==> src/rtl/ccu_div.sv <==
// ---------------------------------------------------------------------------
// Pipelined restoring divider
// One quotient bit per register stage. The partial remainder must start below
// the divisor, or at most equal to it when the first stage does not shift.
// ---------------------------------------------------------------------------
`default_nettype none

module ccu_div #(
  parameter int DEN_W       = 31,
  parameter int Q_BITS      = 17,
  parameter bit FIRST_SHIFT = 1'b1,
  parameter int SIDE_W      = 1
) (
  input  wire logic              clk,
  input  wire logic              rst,
  input  wire logic              en,
  input  wire logic              in_valid,
  input  wire logic [DEN_W-1:0]  num,
  input  wire logic [DEN_W-1:0]  den,
  input  wire logic [SIDE_W-1:0] side_in,
  output logic                   out_valid,
  output logic [Q_BITS-1:0]      quot,
  output logic [SIDE_W-1:0]      side_out
);

  logic [Q_BITS-1:0]              v_q;
  logic [Q_BITS-1:0][DEN_W-1:0]   rem_q;
  logic [Q_BITS-1:0][DEN_W-1:0]   den_q;
  logic [Q_BITS-1:0][Q_BITS-1:0]  quo_q;
  logic [Q_BITS-1:0][SIDE_W-1:0]  side_q;

  for (genvar k = 0; k < Q_BITS; k++) begin : g_stage
    logic              v_p;
    logic [DEN_W-1:0]  rem_p;
    logic [DEN_W-1:0]  den_p;
    logic [Q_BITS-1:0] quo_p;
    logic [SIDE_W-1:0] side_p;
    logic [DEN_W:0]    sh;
    logic              take;
    logic [DEN_W:0]    dif;

    if (k == 0) begin : g_first
      assign v_p    = in_valid;
      assign rem_p  = num;
      assign den_p  = den;
      assign quo_p  = '0;
      assign side_p = side_in;
    end else begin : g_next
      assign v_p    = v_q[k-1];
      assign rem_p  = rem_q[k-1];
      assign den_p  = den_q[k-1];
      assign quo_p  = quo_q[k-1];
      assign side_p = side_q[k-1];
    end

    if (k > 0 || FIRST_SHIFT) begin : g_shift
      assign sh = {rem_p, 1'b0};
    end else begin : g_noshift
      assign sh = {1'b0, rem_p};
    end

    assign take = sh >= {1'b0, den_p};
    assign dif  = sh - {1'b0, den_p};

    always_ff @(posedge clk) begin
      if (rst) begin
        v_q[k] <= 1'b0;
      end else if (en) begin
        v_q[k] <= v_p;
      end
    end

    always_ff @(posedge clk) begin
      if (en) begin
        rem_q[k]  <= take ? dif[DEN_W-1:0] : sh[DEN_W-1:0];
        den_q[k]  <= den_p;
        quo_q[k]  <= {quo_p[Q_BITS-2:0], take};
        side_q[k] <= side_p;
      end
    end
  end

  assign out_valid = v_q[Q_BITS-1];
  assign quot      = quo_q[Q_BITS-1];
  assign side_out  = side_q[Q_BITS-1];

endmodule

`default_nettype wire

==> config.mk <==
export PLATFORM = sky130hd
export DESIGN_NAME = ccu_div
export DESIGN_NICKNAME = d
export VERILOG_FILES = /design/src/rtl/ccu_div.sv
export SDC_FILE = /design/constraint.sdc
export NUM_CORES = 2
export LEC_CHECK = 0
export BUFFER_PORTS_ARGS = -buffer_cell sky130_fd_sc_hd__buf_4
export CAP_MARGIN = 20
export CORE_AREA = 4 4 528 530
export DETAILED_ROUTE_END_ITERATION = 6
export DIE_AREA = 0 0 532 534
export PLACE_DENSITY_LB_ADDON = 0.3
export SKIP_LAST_GASP = 1
export SLEW_MARGIN = 25
export SYNTH_ARGS = -nofsm -noshare
export SYNTH_HDL_FRONTEND = slang
export SYNTH_SLANG_ARGS = --single-unit
==> constraint.sdc <==
create_clock -name clk -period 5.6 [get_ports clk]
set_clock_uncertainty 0.2 [all_clocks]
set_input_delay 0.28 -clock clk [delete_from_list [all_inputs] [get_ports clk]]
set_output_delay 0.28 -clock clk [all_outputs]
set_load 0.01 [all_outputs]
Word level (Yosys, flattened, before mapping)
Index checks and enable logic that the tools add are counted.

cells by class
  $add $sub $neg = 16
  mux-type cells = 16
  $lt $le $gt $ge = 17

operators by type and width
  operator                                                        number
  32-bit by 31-bit greater-or-equal comparator with 1-bit output  17
  31-bit two-way mux                                              16
  31-bit subtractor                                               16

storage, ports and cells
  word-level logic and storage cells = 148
  bits of input ports = 67
  output and inout port bits = 19
  register bits after elaboration = 1,179

Depth between registers and ports, before layout
  depth after elaboration = 2
  depth in mapped cells = 15
  gate-level depth less buffers = 13

Worst setup path before layout
No wires, ideal clock.

  path kind = register to register
  start point = register rem_q, in the netlist g_stage[13].rem_p[0]
  end point = register rem_q, in the netlist g_stage[14].rem_p[10], data pin
  stages on the path, launching flop included = 13
  data required time = 5.140 ns
  data arrival time = 3.081 ns
  path slack = 2.059 ns
  cell sequence = edfxtp_1 fa_1 a21o_1 a21oi_1 o21bai_1 a21oi_1 o21a_1 o21ai_0 a2111o_1 a21oi_1 o211a_1 buf_4 mux2_2

on the way
  cells in the longest elaborated chain, start to end = 2

RTL lines
  item                                                                                                 line    text
  start, declared                                                                                      27      logic [Q_BITS-1:0][DEN_W-1:0] rem_q;
  start signal, assigned by index                                                                      75      rem_q[k] <= take ? dif[DEN_W-1:0] : sh[DEN_W-1:0];
  31-bit subtractor or 32-bit by 31-bit greater-or-equal comparator with 1-bit output (tied branches)  63, 62
  31-bit two-way mux (*)                                                                               75

Mark *: on every way between the ends. The rest lies on a longest branch, timed or not.
A chain may end at the register's enable or synchronous reset.

Final worst setup path
  start point = input num[3]
  end point = register rem_q, in the netlist g_stage[1].rem_p[27], data pin

on the way
  cells in the longest elaborated chain, start to end = 2

RTL lines
  item                                                                                                 line    text
  start, declared                                                                                      18      input wire logic [DEN_W-1:0] num,
  31-bit subtractor or 32-bit by 31-bit greater-or-equal comparator with 1-bit output (tied branches)  63, 62
  31-bit two-way mux (*)                                                                               75

Marked as above.

==> results.json <==
{
  "fp-row-count": 192,
  "ys.flop_type": "edfxtp_1",
  "grt_max_degree": 153,
  "r2r_cells": 11,
  "dpl.cell_count": 9785,
  "min_delay_path_depth": 4,
  "crit_buf_inv": 5,
  "vias": 46000,
  "root_buffer": "clkbuf_16",
  "synth_area_leaders": "edfxtp_1, ha_1, a21oi_1",
  "start_kind": "input pin",
  "synthArstFlopShare": 0,
  "cts.sinks": 1179,
  "drive_above_1_share": 0.0843,
  "wl_um": 158000,
  "finalNonFillerCells": 10200,
  "synth_seq_cells": 1179,
  "path_class": "input pin to register",
  "crit_cells": 15,
  "tritoncts": "done",
  "setup_viol": 0,
  "start_util": 0.249,
  "synth_cell_types": 95,
  "mappedNetlistNets": 6844,
  "drt_iter0_markers": 2217,
  "vdd_drop_max_mv": 0.239,
  "fp.coreArea_sq_um": 273000,
  "rsz0062_at_grt": "no",
  "min_period_over_period": 0.810,
  "max_freq_mhz": 220,
  "drc": 0,
  "power.density_nw_per_um2": 560,
  "dp_hpwl_um": 120000,
  "vias_per_cell": 4.53,
  "grt_pass1_vias": 47000,
  "finalSetupTns_ns": 0,
  "clk_latency_ns": 0.81,
  "relSlewSlack": 0.179,
  "maxCapViolations": 0,
  "drtAntennaViolNets": 0,
  "ys.warnings.count": 0,
  "yosysMostFrequentCell": "edfxtp_1",
  "syn_area_sq_um": 68200,
  "die_w_um": 532,
  "die_area_sq_um": 284000,
  "ios": 86,
  "p_leak_nw": 32.0,
  "fin_nets": 7071,
  "syn2layout_area_growth_pct": 16.0,
  "tightestPinTransition_ns": 1.22,
  "hold_viol_final": 0,
  "status": "complete, no violations",
  "antenna_found_initial": 0,
  "synth_commonest_cells": "edfxtp_1, inv_1, a21oi_1",
  "post_cts_resized": 0,
  "grtUsageTotal": 0.108,
  "max_stage_delay_ns": 0.59,
  "place.port_buffers": 85,
  "post_drt_wl_per_cell_um": 15.5,
  "cts_max_path_buffers": 4,
  "overflow": 0,
  "arrival_ns": 5.00,
  "path_delay_family": "buffers and inverters",
  "synth_top_cell_area_share": 0.512,
  "die_h_um": 534,
  "yosysTopAreaCell": "edfxtp_1",
  "slew_violations": 0,
  "crit_path_cell_trace": "dlygate4sd3_1, buf_4, ha_1, a21o_1, a21oi_1, nand3_1, a31oi_1, o211ai_1, a21oi_1, o41ai_4, inv_1, a21oi_1, dlygate4sd3_1, nand3b_1, dlygate4sd3_1",
  "min_path_type": "input pin to register",
  "syn_avg_cell_area_sq_um": 10.9,
  "required_ns": 6.06,
  "synth_cells": 6235,
  "whs_ns": 0.120,
  "htree_levels": 4,
  "dr.pass1.iters": 5,
  "grt_pass1_wl_um": 251000,
  "antenna_cells": 0,
  "synth-edff-count": 1162,
  "clk_pin_slew_ns": 0.05,
  "cp-end-kind": "register",
  "place.gp.congestion": 0.908,
  "numCtsBuffers": 155,
  "slowest_stage": "inv_1",
  "period_needed_ns": 4.54,
  "ys_seq_area_frac": 0.517,
  "crit_fanout": 23,
  "fillers": 28000
}
cell type report:
class,instances,area (sq um),share of cell area
tap,3589,4490,0.0568
inverter,644,2420,0.0306
sequential,1179,35200,0.445
clock buffer,183,4090,0.0517
timing repair buffer,233,2150,0.0271
clock inverter,85,793,0.0100
multi-input combinational,4249,29900,0.378
metrics by stage:
stage	total power, mW	worst slack (ns)	utilization	area (sq um)
floorplan	29.5	2.06	-	68200
global placement	34.6	1.21	0.268	73100
detailed placement	34.7	1.21	0.268	73100
CTS	44.8	1.06	0.289	79100
global route	47.6	0.818	0.289	79100
finish	44.3	1.06	0.289	79100
path summary, 6_finish.rpt:
kind         slack [ns]                        endpoint                          startpoint
min                0.12   g_stage[1].quo_p[0]$_DFFE_PP_                             num[30]
min reg2reg        0.20  g_stage[10].quo_p[6]$_DFFE_PP_       g_stage[9].quo_p[5]$_DFFE_PP_
max                1.06  g_stage[1].rem_p[27]$_DFFE_PP_                              num[3]
max reg2reg        1.22  g_stage[15].rem_p[1]$_DFFE_PP_  g_stage[14].rem_p[0]$_SDFFCE_PN0P_
state kept, by name, indices dropped and copies added, names as in the netlist:
register,flops
quot,17
side_out,1
out_valid,1
g_stage.quo_p,136
g_stage.den_p,496
g_stage.side_p,16
g_stage.v_p,16
g_stage.rem_p,496
report_power, final:
group / internal [mW] / leakage [nW] / switching (mW) / total, mW
clock network: 5.83 / 2.39 / 3.76 / 9.59
registers: 13.2 / 11.5 / 1.50 / 14.7
logic: 8.70 / 18.1 / 11.3 / 20.0
worst reg2reg max path: cells and delay by family, from the launching register on:
family | cells | cell delay [ns]
adders and majority gates | 1 | 0.48
buffers and inverters | 1 | 0.32
muxes | 1 | 0.36
AOI/OAI and AO/OA | 6 | 1.79
and+or+nand+nor | 2 | 0.53
DFF | 1 | 0.44
metal layers:
metal	vias up	global-route usage	wire, um
li1	23200	-	-
met1	21600	0.120	64300
met2	842	0.198	78900
met3	408	0.0154	4790
met4	0	0.0618	9810
met5	-	0	0
placed cells by master, fill, tap and decap left out, drive strengths merged, types with 19 or more instances in the layout:
master | Yosys | final
mux2i | 21 | 21
o31ai | 35 | 35
ha | 526 | 526
dlygate4sd3 | 0 | 109
nand3 | 102 | 102
nor3 | 69 | 69
xor2 | 175 | 175
clkbuf | 126 | 183
inv | 644 | 646
o21a | 66 | 66
buf | 37 | 124
clkinv | 0 | 61
nor2 | 392 | 392
nor4 | 21 | 21
nor2b | 69 | 69
or2 | 19 | 19
mux2 | 154 | 154
o21ai | 392 | 392
and3 | 46 | 46
a21oi | 577 | 577
xnor2 | 253 | 253
o211ai | 24 | 24
a211oi | 37 | 37
edfxtp | 1162 | 1162
nand4 | 70 | 70
nand2 | 439 | 439
a31oi | 55 | 55
o21bai | 83 | 83
and2 | 33 | 33
a21o | 288 | 288
nand2b | 50 | 50
repair_timing:
item	4_1_cts	5_1_grt
setup buffers	0	0
hold buffers	109	0
endpoints found under the hold margin	162	0
cell families after synthesis:
logic type,after synthesis,share of synthesized area
simple gates,1369,0.0934
mux,175,0.0286
buf+inv,807,0.0457
fa+ha+maj,542,0.101
compound gates,1735,0.160
flops,1179,0.517
xor+xnor,428,0.0550
Note: power is estimated with default switching activity, not from simulation.
