### config.mk
export PLATFORM = sky130hd
export DESIGN_NAME = ccu_sqrt
export DESIGN_NICKNAME = d
export VERILOG_FILES = /design/src/rtl/ccu_sqrt.sv
export SDC_FILE = /design/constraint.sdc
export NUM_CORES = 2
export LEC_CHECK = 0
export BUFFER_PORTS_ARGS = -buffer_cell sky130_fd_sc_hd__buf_2
export CAP_MARGIN = 40
export CORE_MARGIN = 10
export CORE_UTILIZATION = 45
export DETAILED_ROUTE_END_ITERATION = 16
export GPL_TIMING_DRIVEN = 0
export SYNTH_ARGS = -nofsm -noshare
export SYNTH_HDL_FRONTEND = slang
export SYNTH_SLANG_ARGS = --single-unit
### constraint.sdc
create_clock -name clk -period 3.87 [get_ports clk]
set_input_delay 0.1935 -clock clk [delete_from_list [all_inputs] [get_ports clk]]
set_output_delay 0.1935 -clock clk [all_outputs]
set_load 0.02 [all_outputs]
### src/rtl/ccu_sqrt.sv
// ---------------------------------------------------------------------------
// Pipelined integer square root
// Digit-by-digit restoring method, one root bit per register stage, giving
// the floor of the square root of a 2*ROOT_W bit value.
// ---------------------------------------------------------------------------
`default_nettype none

module ccu_sqrt #(
  parameter int ROOT_W = 31,
  parameter int SIDE_W = 1
) (
  input  wire logic                clk,
  input  wire logic                rst,
  input  wire logic                en,
  input  wire logic                in_valid,
  input  wire logic [2*ROOT_W-1:0] radicand,
  input  wire logic [SIDE_W-1:0]   side_in,
  output logic                     out_valid,
  output logic [ROOT_W-1:0]        root,
  output logic [SIDE_W-1:0]        side_out
);

  localparam int IN_W  = 2 * ROOT_W;
  localparam int REM_W = ROOT_W + 2;

  logic [ROOT_W-1:0]              v_q;
  logic [ROOT_W-1:0][IN_W-1:0]    val_q;
  logic [ROOT_W-1:0][REM_W-1:0]   rem_q;
  logic [ROOT_W-1:0][ROOT_W-1:0]  root_q;
  logic [ROOT_W-1:0][SIDE_W-1:0]  side_q;

  for (genvar k = 0; k < ROOT_W; k++) begin : g_stage
    logic              v_p;
    logic [IN_W-1:0]   val_p;
    logic [REM_W-1:0]  rem_p;
    logic [ROOT_W-1:0] root_p;
    logic [SIDE_W-1:0] side_p;
    logic [REM_W+1:0]  sh;
    logic [REM_W+1:0]  trial;
    logic [REM_W+1:0]  dif;
    logic              take;

    if (k == 0) begin : g_first
      assign v_p    = in_valid;
      assign val_p  = radicand;
      assign rem_p  = '0;
      assign root_p = '0;
      assign side_p = side_in;
    end else begin : g_next
      assign v_p    = v_q[k-1];
      assign val_p  = val_q[k-1];
      assign rem_p  = rem_q[k-1];
      assign root_p = root_q[k-1];
      assign side_p = side_q[k-1];
    end

    assign sh    = {rem_p, val_p[IN_W-1:IN_W-2]};
    assign trial = {2'b00, root_p, 2'b01};
    assign take  = sh >= trial;
    assign dif   = sh - trial;

    always_ff @(posedge clk) begin
      if (rst) begin
        v_q[k] <= 1'b0;
      end else if (en) begin
        v_q[k] <= v_p;
      end
    end

    always_ff @(posedge clk) begin
      if (en) begin
        val_q[k]  <= {val_p[IN_W-3:0], 2'b00};
        rem_q[k]  <= take ? dif[REM_W-1:0] : sh[REM_W-1:0];
        root_q[k] <= {root_p[ROOT_W-2:0], take};
        side_q[k] <= side_p;
      end
    end
  end

  assign out_valid = v_q[ROOT_W-1];
  assign root      = root_q[ROOT_W-1];
  assign side_out  = side_q[ROOT_W-1];

endmodule

`default_nettype wire

==> Yosys cells after proc, flatten, opt, wreduce, memory -nomap -nowiden <==
Index checks and enable logic that the tools add are counted.
{ "word_totals": {"wordCells": 245, "ff_bits": 2448} }
{ "op_classes": {"addsub": 30, "n_lt_le_gt_ge": 31, "mux": 30} }
{ "op_table": {"columns": ["op", "n"], "rows": [
  ["$mux 33", 29],
  ["$ge 35x10->1", 1],
  ["$ge 35x11->1", 1],
  ["$ge 35x12->1", 1],
  ["$ge 35x13->1", 1],
  ["$ge 35x14->1", 1],
  ["$ge 35x15->1", 1],
  ["$ge 35x16->1", 1],
  ["$ge 35x17->1", 1],
  ["$ge 35x18->1", 1],
  ["$ge 35x19->1", 1],
  ["$ge 35x20->1", 1],
  ["$ge 35x21->1", 1],
  ["$ge 35x22->1", 1],
  ["$ge 35x23->1", 1],
  ["$ge 35x24->1", 1],
  ["$ge 35x25->1", 1],
  ["$ge 35x26->1", 1],
  ["$ge 35x27->1", 1],
  ["$ge 35x28->1", 1],
  ["$ge 35x29->1", 1],
  ["$ge 35x3->1", 1],
  ["$ge 35x30->1", 1],
  ["$ge 35x31->1", 1],
  ["39 further kinds", 39]
]} }

==> Depth between registers and ports, before layout <==
{ "depth": {"ltp_word": 2, "ltp_mapped": 15, "ltp_nobuf": 13} }

==> Least setup slack after synthesis <==
No wires, ideal clock.
{ "synth_path": {"path_type": "register to register", "from": "register rem_q (netlist bit g_stage[28].rem_p[2])", "to": "register rem_q (netlist bit g_stage[29].rem_p[24]) (data pin)", "path_slack_ps": 375, "stages_incl_launch_ff": 12, "setup_time_ps": 262, "n_path_buf": 1, "t_arrival_ps": 3233, "period_less_slack_ps": 3495, "path_cell_list": "edfxtp_1 > ha_1 > or3_1 > o221a_2 > a32o_1 > o21ai_1 > o22ai_1 > or4b_1 > a31oi_1 > o211a_1 > buf_2 > mux2_1"} }
{ "synth_between": {"elab_chain_cells": 2, "elab_cells_between_ends": 3, "classes_between": "1 x add/sub; 1 x order compare; 1 x mux"} }
{ "synth_rtl": {"columns": ["element", "line", "rtl"], "rows": [
  ["start, declared", "28", "logic [ROOT_W-1:0][REM_W-1:0] rem_q;"],
  ["start signal, assigned by index", "73", "rem_q[k] <= take ? dif[REM_W-1:0] : sh[REM_W-1:0];"],
  ["$sub 33x30->33 / $ge 35x30->1 (equally long branches)", "60, 59", null],
  ["$mux 33 *", "73", null]
]} }
Every way passes the cells marked *; elsewhere a longest branch is shown, timed or not.
A chain may end at the register's enable or synchronous reset.

==> Final worst setup path <==
{ "layout_path": {"from": "register root_q (netlist bit g_stage[25].root_p[1])", "to": "register rem_q (netlist bit g_stage[26].rem_p[32]) (data pin)"} }
{ "layout_between": {"elab_chain_cells": 2, "elab_cells_between_ends": 3, "classes_between": "1 x add/sub; 1 x order compare; 1 x mux"} }
{ "layout_rtl": {"columns": ["element", "line", "rtl"], "rows": [
  ["start, declared", "29", "logic [ROOT_W-1:0][ROOT_W-1:0] root_q;"],
  ["start signal, assigned by index", "74", "root_q[k] <= {root_p[ROOT_W-2:0], take};"],
  ["$sub 33x27->33 / $ge 35x27->1 (equally long branches)", "60, 59", null],
  ["$mux 33 *", "73", null]
]} }
Marks and branches as above.

==> flow_metrics.tcl <==
set metrics [dict create \
    multi_input_area_um2 36300 \
    grt_usage 0.168 \
    root_buffer "clkbuf_16" \
    die_w_um 518 \
    ff_latch_area_um2 72700 \
    critPathArrivalTime_ns 4.41 \
    worstPathMaxFanout 4 \
    clk_path_buf_depth 4 \
    overflow 0 \
    rows 182 \
    netSwitchingPower_mw 21.0 \
    fillers 21099 \
    antenna_found_initial 4 \
    critPathKind "reg2reg" \
    fin_skew_ns 0.0499 \
    reg2regPathDepth 11 \
    area_growth_pct 14.4 \
    drt_iter0_markers 4973 \
    drive_gt1_frac 0.0825 \
    power.share.sequential 0.465 \
    p_int_mw 54.9 \
    clkLatencyLatePin_ns 0.90 \
    clockPowerShare 0.343 \
    p_sw_frac 0.276 \
    io_pins 100 \
    synth_nets 9188 \
    yosys_warnings 0 \
    fin_crit_sh 0.981 \
    first_global_vias 66313 \
    drv_cap 0 \
    synth_edf_count 2399 \
    worstReg2RegStart "g_stage[25].root_p[1]" \
    die_h_um 518 \
    numCtsBuffers 284 \
    cts_sinks 2430 \
    via_per_inst 5.32 \
    ys_seq_area_frac 0.651 \
    nNetsFinal 9728 \
    dp_slack_ns -0.749 \
    crit_start "g_stage[25].root_p[1]" \
    vias 67307 \
    ys_async_sr_fraction 0 \
    yosysUniqueCellTypes 97 \
    wl_per_cell_um 18.4 \
    cts.clk_slew.worst_paths_ns 0.06 \
    start_util 0.453 \
    ant_nets 0 \
    p_comb_frac 0.192 \
    place_area_um2 117000 \
    routabilityCongestion 0.881 \
    fin_crit_ns 3.80 \
    coreArea_um2 246000 \
    hold_viol 0 \
    ys_ff_latch 2430 \
    dpl.hpwl_um 166000 \
    cts_tree "built" \
    cts_htree_levels 5 \
    min_path_type "in2reg" \
    worstSetupEndpoint "g_stage[26].rem_p[32]" \
    fmax_mhz 263 \
    whs_path_depth 2 \
    fin_area_um2 128000 \
    grt_max_degree 176 \
    first_pass_iters 8 \
    final-max-slew-violation-count 0 \
    fin_ws_ns 0.0732 \
    r2r-end "g_stage[26].rem_p[32]" \
    netlist_area_um2 112000 \
    cellPowerDensity_nw_per_um2 595 \
    port_buffers 99 \
    syn_area_per_cell_um2 13.0 \
    drcViolationCount 0 \
    synthFlopType "edfxtp_1" \
    vdd_ir_drop_max_mv 0.488 \
    grt_pass1_wl_um 366000 \
    worstSetupEndpointType "register" \
    routed_wl_um 233000 \
    r2r_slack_ns 0.07 \
    crit_path_start_kind "register" \
    setup_violations 0 \
    required_ns 4.49 \
    slew_headroom 0.330 \
    die_area_um2 268000 \
    worst_pin_slew_ns 1.01 \
    leakagePower_nw 48.4 \
    status "finished clean" \
    syn-instance-count 8593 \
]
==> cell type report <==
class                      count  share of cell area
buffer                       149             0.00564
antenna                        1           0.0000196
sequential                  2430               0.569
inverter                     657              0.0193
tap                         3312              0.0325
clock inverter               143              0.0124
clock buffer                 343              0.0583
multi-input combinational   5353               0.284
timing repair buffer         258              0.0183
==> cells in the mapped netlist, types with 30 or more instances <==
cell         n  share of area
edfxtp_1  2399           0.65
inv_1      655          0.022
nor2_1     612          0.021
nand2_1    591          0.020
ha_1       528          0.059
a21oi_1    525          0.024
o21ai_0    446          0.020
xor2_1     410          0.032
xnor2_1    367          0.029
nor3_1     220         0.0099
a21o_1     206          0.014
nand3_1    140         0.0063
clkbuf_1   126         0.0042
nor4_1     111         0.0062
nand2b_1   105         0.0059
or3_1       81         0.0045
o21a_1      80         0.0054
nand4_1     77         0.0043
nor2b_1     70         0.0039
or4_1       63         0.0042
o31ai_1     59         0.0040
a31oi_1     53         0.0030
mux2i_1     48         0.0043
o21bai_1    47         0.0032
or2_2       43         0.0024
mux2_2      42         0.0042
o211ai_1    35         0.0024
a211oi_1    33         0.0022
and3_1      32         0.0018
dfxtp_1     31         0.0056
and2_1      30         0.0017
==> cell usage in the layout, fill, tap and decap left out, types with 112 or more instances in the layout <==
cell type	n
edfxtp_1	2399
o21ai_0	435
buf_2	112
xnor2_1	367
nor2_1	609
ha_1	525
a21o_1	206
clkbuf_1	134
nand2_1	591
nand3_1	140
clkbuf_16	289
nor3_1	211
a21oi_1	517
inv_1	655
xor2_1	410
dlygate4sd3_1	126
==> flip-flops by register name (all words and copies together) (netlist names) <==
register,count
side_out,1
g_stage.v_p,30
root,31
out_valid,1
g_stage.side_p,30
g_stage.root_p,465
g_stage.rem_p,942
g_stage.val_p,930
==> what timing repair did <==
action | CTS | global route
hold buffers | 126 | 0
gates cloned | 0 | 1
setup endpoints to repair | 319 | 574
hold endpoints to repair | 234 | 0
setup buffers | 1 | 9
pin swaps | 4 | 9
resized for setup | 84 | 107
==> power by group through the flow <==
stage / Combinational, mW / Sequential, mW / Clock, mW
finish: 14.6 / 35.3 / 26.0
global route: 16.3 / 35.6 / 27.9
CTS: 14.4 / 35.3 / 26.9
detailed placement: 14.1 / 35.8 / 0
global placement: 13.9 / 37.7 / 0
floorplan: 10.4 / 34.8 / 0
==> routing by layer <==
metal | wire, um | track usage | vias to the layer above
met4 | 6850 | 0.0503 | 0
met5 | 0 | 0 | -
met1 | 103000 | 0.221 | 32739
li1 | - | - | 32839
met3 | 8430 | 0.0230 | 437
met2 | 115000 | 0.288 | 1292
==> critical path: stages (launching register included) <==
cell and delay, ns:
edfxtp_1 0.43, inv_1 0.07, ha_1 0.35, o21ai_2 0.18, a21oi_1 0.11, o31ai_2 0.37
a311oi_2 0.22, a21oi_2 0.31, a21oi_2 0.15, a2111o_1 0.48, or4b_2 0.67, a21o_1 0.21
==> through the flow <==
| step | power, mW | hold slack, ns | setup TNS [ns] | utilization | std cells |
|---|---|---|---|---|---|
| finish | 75.9 | 0.0643 | 0 | 0.518 | 12646 |
| global placement | 51.7 | 0.370 | - | 0.472 | 12004 |
| CTS | 76.6 | 0.00764 | 0 | 0.516 | 12638 |
| detailed placement | 50.0 | 0.372 | -131.41 | 0.473 | 12025 |
| floorplan | 45.2 | 0.266 | 0 | - | 8593 |
| global route | 79.8 | 0.0296 | -0.0524 | 0.518 | 12646 |
==> cell families after synthesis <==
kind of cell	Yosys count	share of synthesized area
adders and majority gates	528	0.0592
and+or+nand+nor	2282	0.100
DFF	2430	0.651
xor gates and xnor gates	777	0.0610
AOI/OAI and AO/OA	1671	0.0919
buffers and inverters	810	0.0275
muxes	94	0.00895
other	1	0.0000336
==> worst min-delay path by stage <==
stage	to	start
after floorplan	out_valid	rst
after global placement	g_stage[1].val_p[2]	radicand[0]
after detailed placement	g_stage[1].val_p[52]	radicand[50]
after CTS	g_stage[1].val_p[5]	radicand[3]
after global routing	g_stage[1].val_p[53]	radicand[51]
final	g_stage[1].val_p[53]	radicand[51]
(Power assumes the default switching activity.)
